### src/rtl/tpe_pkg.sv
// tpe_pkg: shared constants, types and the arctangent table of the turtle position engine
// used by tpe_cordic, tpe_hmod and turtle_position_engine; no dependencies
package tpe_pkg;

  localparam int FRAC_BITS        = 16;
  localparam int CORDIC_STEPS_DEF = 16;
  localparam int ATAN_ENTRIES     = 24;
  localparam int ATAN_IW          = 5;
  localparam int ATAN_W           = 30;

  // cordic x, y and angle registers
  localparam int ANG_W = 33;

  localparam int POS_W  = 32;
  localparam int HEAD_W = 25;

  localparam logic [HEAD_W-1:0] HEAD_MOD     = HEAD_W'(360 << FRAC_BITS);
  localparam logic [HEAD_W-1:0] HALF_TURN    = HEAD_W'(180 << FRAC_BITS);
  localparam logic [HEAD_W-1:0] QUARTER_TURN = HEAD_W'(90 << FRAC_BITS);

  // heading remainder unit: restoring subtraction of HEAD_MOD << k, k from MOD_STEPS-1 down
  localparam int MOD_STEPS = 8;
  localparam int MOD_K_W   = $clog2(MOD_STEPS);
  localparam int MOD_W     = 34;
  localparam logic [MOD_W-1:0] MOD_OFFSET = MOD_W'(HEAD_MOD) << (MOD_STEPS - 1);

  localparam logic signed [ANG_W-1:0] GAIN_Q30       = 33'sh026DD3B6A;
  localparam logic signed [31:0]      DEG_TO_RAD_Q30 = 32'sd18740330;

  typedef enum logic [1:0] {
    REQ_ADVANCE = 2'd0,
    REQ_LEFT    = 2'd1,
    REQ_RIGHT   = 2'd2,
    REQ_GOTO    = 2'd3
  } req_e;

  typedef struct packed {
    logic busy;
    logic done;
  } unit_stat_t;

  function automatic logic [ATAN_W-1:0] atan_q30(input logic [ATAN_IW-1:0] idx);
    logic [ATAN_W-1:0] v;
    case (idx)
      5'd0:    v = 30'h3243F6A8;
      5'd1:    v = 30'h1DAC6705;
      5'd2:    v = 30'h0FADBAFC;
      5'd3:    v = 30'h07F56EA6;
      5'd4:    v = 30'h03FEAB76;
      5'd5:    v = 30'h01FFD55B;
      5'd6:    v = 30'h00FFFAAA;
      5'd7:    v = 30'h007FFF55;
      5'd8:    v = 30'h003FFFEA;
      5'd9:    v = 30'h001FFFFD;
      5'd10:   v = 30'h000FFFFF;
      5'd11:   v = 30'h0007FFFF;
      5'd12:   v = 30'h0003FFFF;
      5'd13:   v = 30'h0001FFFF;
      5'd14:   v = 30'h0000FFFF;
      5'd15:   v = 30'h00007FFF;
      5'd16:   v = 30'h00003FFF;
      5'd17:   v = 30'h00001FFF;
      5'd18:   v = 30'h00000FFF;
      5'd19:   v = 30'h000007FF;
      5'd20:   v = 30'h000003FF;
      5'd21:   v = 30'h000001FF;
      5'd22:   v = 30'h000000FF;
      5'd23:   v = 30'h0000007F;
      default: v = '0;
    endcase
    return v;
  endfunction

endpackage

### src/rtl/tpe_cordic.sv
// tpe_cordic: iterative rotation-mode cordic, one micro-rotation per cycle
// depends on tpe_pkg for widths, gain and the arctangent table
module tpe_cordic import tpe_pkg::*; #(
  parameter int STEPS = CORDIC_STEPS_DEF
) (
  input  logic                    clk_i,
  input  logic                    rst_ni,
  input  logic                    start_i,
  input  logic signed [ANG_W-1:0] z0_i,
  output unit_stat_t              stat_o,
  output logic signed [ANG_W-1:0] cos_o,
  output logic signed [ANG_W-1:0] sin_o
);

  localparam int NSTEP = (STEPS > ATAN_ENTRIES) ? ATAN_ENTRIES : STEPS;
  localparam int CNT_W = $clog2(NSTEP);
  localparam logic [CNT_W-1:0] LAST = CNT_W'(NSTEP - 1);

  logic                    busy_q, busy_d;
  logic                    done_q, done_d;
  logic [CNT_W-1:0]        cnt_q, cnt_d;
  logic signed [ANG_W-1:0] x_q, x_d, y_q, y_d, z_q, z_d;
  logic signed [ANG_W-1:0] xs, ys, at;

  assign xs = x_q >>> cnt_q;
  assign ys = y_q >>> cnt_q;
  assign at = $signed({{(ANG_W-ATAN_W){1'b0}}, atan_q30(ATAN_IW'(cnt_q))});

  always_comb begin
    busy_d = busy_q;
    done_d = 1'b0;
    cnt_d  = cnt_q;
    x_d    = x_q;
    y_d    = y_q;
    z_d    = z_q;
    if (start_i) begin
      busy_d = 1'b1;
      cnt_d  = '0;
      x_d    = GAIN_Q30;
      y_d    = '0;
      z_d    = z0_i;
    end else if (busy_q) begin
      if (!z_q[ANG_W-1]) begin
        x_d = x_q - ys;
        y_d = y_q + xs;
        z_d = z_q - at;
      end else begin
        x_d = x_q + ys;
        y_d = y_q - xs;
        z_d = z_q + at;
      end
      cnt_d = cnt_q + 1'b1;
      if (cnt_q == LAST) begin
        busy_d = 1'b0;
        done_d = 1'b1;
        cnt_d  = '0;
      end
    end
  end

  always_ff @(posedge clk_i or negedge rst_ni) begin
    if (!rst_ni) begin
      busy_q <= 1'b0;
      done_q <= 1'b0;
      cnt_q  <= '0;
    end else begin
      busy_q <= busy_d;
      done_q <= done_d;
      cnt_q  <= cnt_d;
    end
  end

  always_ff @(posedge clk_i) begin
    x_q <= x_d;
    y_q <= y_d;
    z_q <= z_d;
  end

  assign stat_o.busy = busy_q;
  assign stat_o.done = done_q;
  assign cos_o       = x_q;
  assign sin_o       = y_q;

endmodule

### src/rtl/tpe_hmod.sv
// tpe_hmod: iterative remainder of an offset heading sum modulo 360 degrees
// depends on tpe_pkg for the modulus, the offset width and the step count
module tpe_hmod import tpe_pkg::*; (
  input  logic              clk_i,
  input  logic              rst_ni,
  input  logic              start_i,
  input  logic [MOD_W-1:0]  value_i,
  output unit_stat_t        stat_o,
  output logic [HEAD_W-1:0] heading_o
);

  logic               busy_q, busy_d;
  logic               done_q, done_d;
  logic [MOD_K_W-1:0] k_q, k_d;
  logic [MOD_W-1:0]   rem_q, rem_d;
  logic [MOD_W-1:0]   trial;

  assign trial = MOD_W'(HEAD_MOD) << k_q;

  always_comb begin
    busy_d = busy_q;
    done_d = 1'b0;
    k_d    = k_q;
    rem_d  = rem_q;
    if (start_i) begin
      busy_d = 1'b1;
      k_d    = MOD_K_W'(MOD_STEPS - 1);
      rem_d  = value_i;
    end else if (busy_q) begin
      if (rem_q >= trial) begin
        rem_d = rem_q - trial;
      end
      k_d = k_q - 1'b1;
      if (k_q == '0) begin
        busy_d = 1'b0;
        done_d = 1'b1;
      end
    end
  end

  always_ff @(posedge clk_i or negedge rst_ni) begin
    if (!rst_ni) begin
      busy_q <= 1'b0;
      done_q <= 1'b0;
      k_q    <= '0;
    end else begin
      busy_q <= busy_d;
      done_q <= done_d;
      k_q    <= k_d;
    end
  end

  always_ff @(posedge clk_i) begin
    rem_q <= rem_d;
  end

  assign stat_o.busy = busy_q;
  assign stat_o.done = done_q;
  assign heading_o   = rem_q[HEAD_W-1:0];

endmodule

### src/rtl/turtle_position_engine.sv
// Turtle position engine: keeps a Q16.16 position and a Q9.16 heading in degrees and returns
// the updated state for every request. One request is worked at a time. An advance makes one pass
// through the single 32 x 32 multiplier for the angle, runs the iterative cordic with one
// micro-rotation per cycle, then makes two more multiplier passes for the deltas; a turn waits on
// the eight-step remainder unit; a go-to loads the target directly. The next request is taken in
// the cycle after the result register is loaded, also while that result still waits on the output.
// depends on tpe_pkg, tpe_cordic and tpe_hmod
module turtle_position_engine import tpe_pkg::*; #(
  parameter int CORDIC_STEPS = CORDIC_STEPS_DEF
) (
  input  logic        clk_i,
  input  logic        rst_ni,
  input  logic        s_axis_tvalid,
  output logic        s_axis_tready,
  input  logic [95:0] s_axis_tdata,  // step_value, target_x, target_y
  input  logic [1:0]  s_axis_tuser,  // req_type
  output logic        m_axis_tvalid,
  input  logic        m_axis_tready,
  output logic [95:0] m_axis_tdata   // pos_x, pos_y, heading_deg, zero pad
);

  localparam logic [3:0] S_IDLE = 4'd0;
  localparam logic [3:0] S_FOLD = 4'd1;
  localparam logic [3:0] S_ZMUL = 4'd2;
  localparam logic [3:0] S_ROTS = 4'd3;
  localparam logic [3:0] S_ROT  = 4'd4;
  localparam logic [3:0] S_MULX = 4'd5;
  localparam logic [3:0] S_MULY = 4'd6;
  localparam logic [3:0] S_ADDY = 4'd7;
  localparam logic [3:0] S_HMOD = 4'd8;
  localparam logic [3:0] S_FIN  = 4'd9;

  logic [3:0]               state_q, state_d;
  logic signed [POS_W-1:0]  x_q, x_d, y_q, y_d;
  logic [HEAD_W-1:0]        head_q, head_d;
  logic signed [POS_W-1:0]  val_q, val_d;
  logic signed [HEAD_W:0]   d_q, d_d;
  logic                     neg_q, neg_d;
  logic signed [63:0]       prod_q, prod_d;
  logic                     m_valid_q, m_valid_d;
  logic [95:0]              m_data_q, m_data_d;

  req_e                     req;
  logic signed [POS_W-1:0]  step_value, target_x, target_y;
  logic signed [31:0]       mul_a, mul_b;
  logic signed [63:0]       mul_p;
  logic signed [HEAD_W:0]   h_s, d_wrap;
  logic signed [31:0]       c_trig, s_trig;
  logic [MOD_W-1:0]         turn_sum;
  logic                     cordic_start, hmod_start;
  logic signed [ANG_W-1:0]  cos_w, sin_w;
  logic [HEAD_W-1:0]        hmod_res;
  unit_stat_t               cordic_stat, hmod_stat;

  assign req        = req_e'(s_axis_tuser);
  assign step_value = s_axis_tdata[31:0];
  assign target_x   = s_axis_tdata[63:32];
  assign target_y   = s_axis_tdata[95:64];

  function automatic logic signed [POS_W-1:0] add_sat(input logic signed [POS_W-1:0] cur,
                                                      input logic signed [63:0] p);
    logic signed [63:0] rnd;
    logic signed [33:0] dlt;
    logic signed [34:0] sum;
    logic signed [POS_W-1:0] r;
    rnd = p + 64'sd536870912;
    dlt = rnd[63:30];
    sum = 35'(cur) + 35'(dlt);
    if (sum > 35'sd2147483647) begin
      r = {1'b0, {(POS_W-1){1'b1}}};
    end else if (sum < -35'sd2147483648) begin
      r = {1'b1, {(POS_W-1){1'b0}}};
    end else begin
      r = sum[POS_W-1:0];
    end
    return r;
  endfunction

  // shared multiplier
  assign mul_a = (state_q == S_ZMUL) ? 32'(d_q) : val_q;
  assign mul_b = (state_q == S_ZMUL) ? DEG_TO_RAD_Q30 :
                 (state_q == S_MULX) ? c_trig : s_trig;
  assign mul_p = mul_a * mul_b;

  assign c_trig = neg_q ? 32'(-cos_w) : 32'(cos_w);
  assign s_trig = neg_q ? 32'(-sin_w) : 32'(sin_w);

  assign h_s    = $signed({1'b0, head_q});
  assign d_wrap = (head_q >= HALF_TURN) ? h_s - $signed({1'b0, HEAD_MOD}) : h_s;

  assign turn_sum = (req == REQ_LEFT) ?
                    MOD_W'(head_q) + MOD_W'(step_value) + MOD_OFFSET :
                    MOD_W'(head_q) - MOD_W'(step_value) + MOD_OFFSET;

  always_comb begin
    state_d      = state_q;
    x_d          = x_q;
    y_d          = y_q;
    head_d       = head_q;
    val_d        = val_q;
    d_d          = d_q;
    neg_d        = neg_q;
    prod_d       = prod_q;
    m_valid_d    = m_valid_q;
    m_data_d     = m_data_q;
    cordic_start = 1'b0;
    hmod_start   = 1'b0;
    if (m_valid_q && m_axis_tready) begin
      m_valid_d = 1'b0;
    end
    case (state_q)
      S_IDLE: begin
        if (s_axis_tvalid) begin
          val_d = step_value;
          case (req)
            REQ_ADVANCE: state_d = S_FOLD;
            REQ_LEFT, REQ_RIGHT: begin
              hmod_start = 1'b1;
              state_d    = S_HMOD;
            end
            default: begin
              x_d     = target_x;
              y_d     = target_y;
              state_d = S_FIN;
            end
          endcase
        end
      end
      S_FOLD: begin
        neg_d = 1'b0;
        d_d   = d_wrap;
        if (d_wrap > $signed({1'b0, QUARTER_TURN})) begin
          d_d   = d_wrap - $signed({1'b0, HALF_TURN});
          neg_d = 1'b1;
        end else if (d_wrap < -$signed({1'b0, QUARTER_TURN})) begin
          d_d   = d_wrap + $signed({1'b0, HALF_TURN});
          neg_d = 1'b1;
        end
        state_d = S_ZMUL;
      end
      S_ZMUL: begin
        prod_d  = mul_p;
        state_d = S_ROTS;
      end
      S_ROTS: begin
        cordic_start = 1'b1;
        state_d      = S_ROT;
      end
      S_ROT: begin
        if (cordic_stat.done) begin
          state_d = S_MULX;
        end
      end
      S_MULX: begin
        prod_d  = mul_p;
        state_d = S_MULY;
      end
      S_MULY: begin
        prod_d  = mul_p;
        x_d     = add_sat(x_q, prod_q);
        state_d = S_ADDY;
      end
      S_ADDY: begin
        y_d     = add_sat(y_q, prod_q);
        state_d = S_FIN;
      end
      S_HMOD: begin
        if (hmod_stat.done) begin
          head_d  = hmod_res;
          state_d = S_FIN;
        end
      end
      S_FIN: begin
        if (!m_valid_q || m_axis_tready) begin
          m_valid_d = 1'b1;
          m_data_d  = {7'd0, head_q, y_q, x_q};
          state_d   = S_IDLE;
        end
      end
      default: state_d = S_IDLE;
    endcase
  end

  always_ff @(posedge clk_i or negedge rst_ni) begin
    if (!rst_ni) begin
      state_q   <= S_IDLE;
      x_q       <= '0;
      y_q       <= '0;
      head_q    <= '0;
      m_valid_q <= 1'b0;
    end else begin
      state_q   <= state_d;
      x_q       <= x_d;
      y_q       <= y_d;
      head_q    <= head_d;
      m_valid_q <= m_valid_d;
    end
  end

  always_ff @(posedge clk_i) begin
    val_q    <= val_d;
    d_q      <= d_d;
    neg_q    <= neg_d;
    prod_q   <= prod_d;
    m_data_q <= m_data_d;
  end

  tpe_cordic #(
    .STEPS (CORDIC_STEPS)
  ) u_cordic (
    .clk_i   (clk_i),
    .rst_ni  (rst_ni),
    .start_i (cordic_start),
    .z0_i    (prod_q[FRAC_BITS +: ANG_W]),
    .stat_o  (cordic_stat),
    .cos_o   (cos_w),
    .sin_o   (sin_w)
  );

  tpe_hmod u_hmod (
    .clk_i     (clk_i),
    .rst_ni    (rst_ni),
    .start_i   (hmod_start),
    .value_i   (turn_sum),
    .stat_o    (hmod_stat),
    .heading_o (hmod_res)
  );

  assign s_axis_tready = (state_q == S_IDLE);
  assign m_axis_tvalid = m_valid_q;
  assign m_axis_tdata  = m_data_q;

  a_head_range: assert property (@(posedge clk_i) disable iff (!rst_ni)
    head_q < HEAD_MOD)
    else $error("heading left the range of one turn");

  a_cordic_owner: assert property (@(posedge clk_i) disable iff (!rst_ni)
    cordic_stat.busy |-> state_q == S_ROT)
    else $error("cordic running outside the rotation state");

  a_hmod_owner: assert property (@(posedge clk_i) disable iff (!rst_ni)
    hmod_stat.busy |-> state_q == S_HMOD)
    else $error("remainder unit running outside its state");

  a_result_shown: assert property (@(posedge clk_i) disable iff (!rst_ni)
    (state_q == S_FIN && (!m_valid_q || m_axis_tready)) |=> m_axis_tvalid)
    else $error("finished request did not reach the output");

endmodule

### config.mk
export PLATFORM = sky130hd
export DESIGN_NAME = turtle_position_engine
export DESIGN_NICKNAME = d
export VERILOG_FILES = /design/src/rtl/tpe_pkg.sv /design/src/rtl/tpe_cordic.sv /design/src/rtl/tpe_hmod.sv /design/src/rtl/turtle_position_engine.sv
export SDC_FILE = /design/constraint.sdc
export NUM_CORES = 2
export LEC_CHECK = 0
export ABC_AREA = 0
export BUFFER_PORTS_ARGS = -buffer_cell sky130_fd_sc_hd__buf_2
export CAP_MARGIN = 15
export CORE_UTILIZATION = 62
export DETAILED_ROUTE_END_ITERATION = 12
export PLACE_DENSITY = 0.83
export SKIP_CTS_REPAIR_TIMING = 1
export SKIP_LAST_GASP = 1
export SLEW_MARGIN = 30
export SYNTH_ARGS = -nofsm -noshare
export SYNTH_HDL_FRONTEND = slang
export SYNTH_SLANG_ARGS = --single-unit
### constraint.sdc
create_clock -name clk_i -period 13.4 [get_ports clk_i]
set_input_delay 2.68 -clock clk_i [delete_from_list [all_inputs] [get_ports clk_i]]
set_output_delay 2.68 -clock clk_i [all_outputs]
set_load 0.1 [all_outputs]
[Word level (Yosys, flattened, before mapping)]
Memories as Yosys holds them, arrays and structs flattened.
Cells that the tools add are included.
Storage, ports and cells
  output and inout port bits: 98
  ROM bits: 480
  latch bits: 0
  register bits after elaboration: 450
  memories: 1
  RAM bits: 0
  input bits: 102
Operators by class
  $lt $le $gt $ge: 8
  bitwise operators: 0
  divide/modulo/power cells: 0
  reduce and logical (&&, ||, !) cells: 21
  add/sub/neg operators: 21
  multiply operators: 1
  mux-type cells: 58
  shifts and indexed selects: 3
  equal/unequal tests: 17
Memories
  (no name shown): depth 16, width 30, read ports 1, clocked after Yosys merged registers in 0, wr ports 0, RTL line tpe_pkg.sv:44  | case (idx)
Operator list (number)
  32-bit 2-to-1 mux: 13
  33-bit 2-to-1 mux: 5
  34-bit 2-to-1 mux: 4
  32-bit case mux with 2 select lines: 2
  26-bit 2-to-1 mux: 3
  32-bit by 34-bit adder with 35-bit output: 2
  35-bit by 32-bit greater-than comparator with 1-bit output, second input constant: 2
  35-bit by 32-bit less-than comparator with 1-bit output, second input constant: 2
  33-bit by 33-bit adder with 34-bit output, second input constant: 2
  33-bit adder: 2
  33-bit by 4-bit >>> shifter with 33-bit output: 2
  33-bit subtractor: 2
  64-bit by 31-bit adder with 64-bit output, second input constant: 1
  32-bit by 32-bit multiplier with 64-bit output: 1
  32-bit negator: 2
  4-bit case mux with 10 select lines: 1
  34-bit >= comparator: 1
  25-bit by 3-bit << shifter with 34-bit output, first input constant: 1
  34-bit subtractor: 1
  26-bit by 32-bit adder with 33-bit output: 1
  33-bit by 31-bit adder with 33-bit output: 1
  26-bit by 32-bit subtractor with 33-bit output: 1
  33-bit by 31-bit subtractor with 33-bit output: 1
  4-bit 2-to-1 mux: 7
  31 further kinds: 69

[Depth between registers and ports, before layout]
  depth after elaboration: 7
  gate-level depth with buffers: 41

[By module]
Synthesis repeated with hierarchy kept, for this count alone.
Unflattened totals
  cell total of the unflattened synthesis: 8189
  area total of the unflattened synthesis: 72693.5 sq um
By module, submodules not included
  turtle_position_engine: instances 1, area each 55431.9 sq um, sequential area each 8237.9 sq um, cells each 6129
  tpe_cordic: instances 1, area each 14690.3 sq um, sequential area each 2462.4 sq um, cells each 1820
  tpe_hmod: instances 1, area each 2571.2 sq um, sequential area each 1146.1 sq um, cells each 240

[Worst setup path after synthesis]
Ideal clock, no wire load.
  path kind: flip-flop to flip-flop
  start: register u_cordic.y_q[10], in the netlist u_cordic.sin_o[10]
  end: register prod_q[62], data pin
  slack: 3289 ps
  cell stages (with the launch flop): 36
  arrival: 9855 ps
  setup time: 256 ps
  required time: 13144 ps
  path buffers: 2
  cell sequence: dfxtp_1 -> clkbuf_1 -> or4_1 -> or4_1 -> or2_2 -> or3_1 -> or3_1 -> o31ai_1 -> xnor2_1 -> nor2_1 -> a211oi_1 -> clkbuf_1 -> nand2_1 -> fa_1 -> inv_1 -> fa_1 -> inv_1 -> fa_1 -> inv_1 -> fa_1 -> fa_1 -> fa_1 -> fa_1 -> fa_1 -> ha_1 -> a21o_1 -> a21o_1 -> a21oi_1 -> o21ai_0 -> a31oi_1 -> o21a_1 -> o31ai_1 -> a21o_1 -> a221oi_1 -> o41ai_1 -> o211a_1
Between the ends
  cells in the longest elaborated chain, start to end: 5
RTL lines
  start: declaration: RTL line tpe_cordic.sv:22  | logic signed [ANG_W-1:0] x_q, x_d, y_q, y_d, z_q, z_d;
  start signal: assignment: RTL line tpe_cordic.sv:75  | y_q <= y_d;
  32-bit negator: RTL line turtle_position_engine.sv:86  | assign s_trig = neg_q ? 32'(-sin_w) : 32'(sin_w);
  32-bit 2-to-1 mux (*): RTL line turtle_position_engine.sv:86
  32-bit 2-to-1 mux (*): RTL line turtle_position_engine.sv:82  | (state_q == S_MULX) ? c_trig : s_trig;
  32-bit 2-to-1 mux (*): RTL line turtle_position_engine.sv:81  | assign mul_b = (state_q == S_ZMUL) ? DEG_TO_RAD_Q30 :
  32-bit by 32-bit multiplier with 64-bit output (*): RTL line turtle_position_engine.sv:83  | assign mul_p = mul_a * mul_b;
  via mul_p[62]: RTL line turtle_position_engine.sv:46  | logic signed [63:0] mul_p;
  end signal: assignment: RTL line turtle_position_engine.sv:204  | prod_q <= prod_d;
  end: declaration: RTL line turtle_position_engine.sv:39  | logic signed [63:0] prod_q, prod_d;
Mark *: on every way through the listed nets, which the timed path passes. The rest lies on a longest branch.
A chain may end at the register's enable or synchronous reset.

[Worst setup path in the final report]
  start: register u_cordic.x_q[0], in the netlist u_cordic.cos_o[0]
  end: register prod_q[60], data pin
Between the ends
  cells in the longest elaborated chain, start to end: 5
RTL lines
  start: declaration: RTL line tpe_cordic.sv:22
  start signal: assignment: RTL line tpe_cordic.sv:74  | x_q <= x_d;
  32-bit negator: RTL line turtle_position_engine.sv:85  | assign c_trig = neg_q ? 32'(-cos_w) : 32'(cos_w);
  32-bit 2-to-1 mux (*): RTL line turtle_position_engine.sv:85
  32-bit 2-to-1 mux (*): RTL line turtle_position_engine.sv:82
  32-bit 2-to-1 mux (*): RTL line turtle_position_engine.sv:81
  32-bit by 32-bit multiplier with 64-bit output (*): RTL line turtle_position_engine.sv:83
  via mul_p[60]: RTL line turtle_position_engine.sv:46
Marked as above.

==> qor.txt <==
=================================================================================================
Number of max-slew violations in the final report ..................................            0
Slew at the pin with the worst max-slew slack ......................................      1.12 ns
Hold EP ............................................................................ u_cordic.z_q[1]$_DFFE_PP_
Hold Path Cell Cnt .................................................................            2
Flip-flop cell with the highest count after synthesis .............................. sky130_fd_sc_hd__edfxtp_1
Cell with the most instances on the worst path ..................................... sky130_fd_sc_hd__fa_1
Nature of the critical path endpoint ...............................................         flop
Remaining design rule violation count ..............................................            0
Number of distinct library cell variants in the gate-level netlist after synthesis .           94
Post-DP HPWL .......................................................................    176000 µm
Clock Latency Late Sink ............................................................      0.69 ns
Flops & latches, synth .............................................................          434
Shortest clock period the worst path allows after layout ...........................     11.52 ns
Count of yosys warnings during synthesis ...........................................            0
Largest stage delay, worst path ....................................................      0.77 ns
Ports placed on the boundary .......................................................          200
Area Overhead vs Synth .............................................................        6.32%
Sequential element share of the synthesized area ...................................        16.8%
Hold Violations, Final .............................................................            0
Maximum frequency from static timing analysis ......................................   0.0868 GHz
CP required ........................................................................     13.83 ns
Total grt overflow .................................................................            0
Most frequent standard cell in the layout excluding fill and tap cells ............. sky130_fd_sc_hd__inv_1
Die area ...........................................................................   115000 µm²
Die X-Extent .......................................................................       339 µm
Share of the clock period used by the worst path after layout ......................        85.9%
Pre-Repair DR Iteration Count ......................................................            8
Total clock buffers created by CTS .................................................           51
Remaining max-slew budget at the tightest pin ......................................        25.5%
Slowest stage cell on the critical path ............................................ sky130_fd_sc_hd__o2bb2ai_1
WL/cell ............................................................................      23.8 µm
Post-detailed-routing wire length ..................................................    223000 µm
Via density per instance ...........................................................         6.30
Type of the setup path with the least slack ........................................ flop to flop
Fraction of final layout cells with drive strength greater than 1 ..................        8.18%
Vias after detailed routing ........................................................        59100
Initial Util .......................................................................        62.6%
Setup repair after global routing missed its margin ................................        false
Initial antenna violation count ....................................................            7
CTS tree ...........................................................................         done
Final setup violation count ........................................................            0
Share of flip-flops with an asynchronous set or reset after synthesis ..............        24.2%
# fillers ..........................................................................         8965
Number of standard-cell rows in the floorplan ......................................          123
Setup slack, reg-to-reg ............................................................      1.88 ns
Kind of path behind the tightest hold check ........................................ flop to flop
Top post-synthesis cells by area ................................................... sky130_fd_sc_hd__fa_1 31%, sky130_fd_sc_hd__edfxtp_1 11%, sky130_fd_sc_hd__ha_1 7.7%
Final-layout setup total negative slack ............................................         0 ns
Overall die height .................................................................       339 µm
Post-synth design cell area ........................................................    70600 µm²
Number of antenna cells inserted ...................................................            0
Wire length of the first global-routing pass .......................................    345000 µm
Average cell area after synthesis ..................................................     9.00 µm²
Final net count ....................................................................         9473
Origin of the worst min-delay path ................................................. prod_q[17]$_DFFE_PP_
Max Fanout on Critical Path ........................................................           23
Clock Tree Root .................................................................... sky130_fd_sc_hd__clkbuf_16
Number of cells on the worst reg-to-reg path .......................................           36
Number of DRC violations after detailed-routing iteration 0 ........................         6726
TritonCTS Sinks ....................................................................          434
CP startpoint kind .................................................................         flop
Layout Skew ........................................................................    0.0616 ns
PortBufs ...........................................................................          192
Core area ..........................................................................   113000 µm²
Outcome ............................................................................ complete, no violations
Via count of the first global-routing pass .........................................        60200
Overall routing resource usage .....................................................        38.9%
R2r startpoint ..................................................................... u_cordic.cos_o[0]$_SDFFE_PP0P_
Max-cap check violation count ......................................................            0
Commonest non-fill, non-tap cells in the layout .................................... 1167 x sky130_fd_sc_hd__inv_1, 1096 x sky130_fd_sc_hd__nand2_1, 1087 x sky130_fd_sc_hd__fa_1
Maximum buffer depth of the clock tree .............................................            3
Mapped Cells .......................................................................         7838
Gp weighted congestion .............................................................         1.03
Top cell type by total area after synthesis ........................................ sky130_fd_sc_hd__fa_1
Critical path data arrival time ....................................................     11.94 ns
Count of nets left with antenna violations after detail routing ....................            0
Clock Pin Slew Worst Setup and Hold Paths ..........................................      0.07 ns
Count of H-tree levels built during CTS ............................................            2
Endpoint of the most critical register-to-register path ............................ prod_q[60]$_DFFE_PP_
Area share of the leading cell type in the synthesized netlist .....................        30.9%
Pin count of the biggest net entering global routing ...............................           89
Count of flip-flops with a built-in enable after synthesis .........................          263
=================================================================================================
registers in the layout, summed over array words and instances (netlist names), 4 cells and up:
name / count
m_axis_tdata: 89
prod_q: 48
u_hmod.rem_q: 34
u_cordic.cos_o: 33
u_cordic.sin_o: 33
u_cordic.z_q: 33
val_q: 32
x_q: 32
y_q: 32
d_q: 26
head_q: 25
state_q: 4
u_cordic.cnt_q: 4
worst max-delay path: cells and delay by family (launching register included):
kind	cells	cell delay, ns
adders and majority gates	10	4.43
AOI/OAI and AO/OA	9	2.92
and+or+nand+nor	10	2.86
buffers and inverters	5	0.42
DFF	1	0.35
xor gates and xnor gates	2	0.27
cells by family after synthesis:
family,count (synthesis),synth area share [%]
buffers and inverters,1562,8.46
other,1,0.00531
XOR/XNOR,412,5.11
AO/OA/AOI/OAI,1266,11.3
adder cells (fa/ha/maj),1525,38.6
flip-flops,434,16.8
multiplexers,249,5.09
AND/OR/NAND/NOR,2389,14.7
worst max-delay path by stage:
stage / slack (ns) / to / depth (start not counted) / from
floorplan: 3.29 / prod_q[62]$_DFFE_PP_ / 35 / u_cordic.sin_o[10]$_SDFFE_PP0P_
global placement: 2.20 / prod_q[62]$_DFFE_PP_ / 32 / u_cordic.sin_o[10]$_SDFFE_PP0P_
detailed placement: 2.09 / prod_q[62]$_DFFE_PP_ / 39 / u_cordic.cos_o[0]$_SDFFE_PP0P_
CTS: 2.06 / prod_q[62]$_DFFE_PP_ / 39 / u_cordic.cos_o[0]$_SDFFE_PP0P_
global route: 1.40 / prod_q[60]$_DFFE_PP_ / 36 / u_cordic.cos_o[0]$_SDFFE_PP0P_
finish: 1.88 / prod_q[60]$_DFFE_PP_ / 36 / u_cordic.cos_o[0]$_SDFFE_PP0P_
routing by layer:
layer	part of all wire (%)	wire (µm)	global-route usage, %
met1	37	81500	49.6
met5	0.036	80	0
met4	6.9	15400	21.5
met3	11	25400	9.16
met2	45	101000	61.4
synth_stat cells, types with 39 or more instances:
cell type	instances
sky130_fd_sc_hd__inv_1	1167
sky130_fd_sc_hd__nand2_1	1099
sky130_fd_sc_hd__fa_1	1088
sky130_fd_sc_hd__nor2_1	716
sky130_fd_sc_hd__ha_1	437
sky130_fd_sc_hd__a21oi_1	397
sky130_fd_sc_hd__clkbuf_1	313
sky130_fd_sc_hd__o21ai_0	274
sky130_fd_sc_hd__edfxtp_1	263
sky130_fd_sc_hd__xnor2_1	256
sky130_fd_sc_hd__xor2_1	156
sky130_fd_sc_hd__a21o_1	136
sky130_fd_sc_hd__mux2i_1	111
sky130_fd_sc_hd__dfrtp_1	105
sky130_fd_sc_hd__nand3_1	88
sky130_fd_sc_hd__nor3_1	83
sky130_fd_sc_hd__mux4_2	73
sky130_fd_sc_hd__nand2b_1	68
sky130_fd_sc_hd__dfxtp_1	66
sky130_fd_sc_hd__and2_1	62
sky130_fd_sc_hd__a211oi_1	54
sky130_fd_sc_hd__mux2_2	51
sky130_fd_sc_hd__o31ai_1	43
sky130_fd_sc_hd__or3_1	43
sky130_fd_sc_hd__nand4_1	41
sky130_fd_sc_hd__o21a_1	40
sky130_fd_sc_hd__o211ai_1	39
stage by stage:
step           hold WS [ns]  instances  utilization [%]  setup WS (ns)  instance area, µm²
6_report              0.490       9389             66.6           1.88               75000
5_1_grt               0.497       9389             66.6           1.40               75000
4_1_cts               0.476       9389             66.6           2.06               75000
3_5_place_dp          0.474       9293             65.0           2.09               73200
3_3_place_gp          0.462       9291             65.0           2.20               73200
2_1_floorplan         0.445       7844                -           3.29               70600
cell type report:
type | count | area (µm²) | area share (%)
tap | 1500 | 1880 | 2.50
clock inverter | 36 | 415 | 0.554
timing repair buffer | 339 | 2090 | 2.79
sequential | 434 | 11900 | 15.8
inverter | 1172 | 4400 | 5.86
multi-input combinational | 5848 | 53000 | 70.7
clock buffer | 60 | 1360 | 1.81
Power is not shown: default switching activity piles up to over one toggle a cycle in this logic, so the estimate is an artifact.
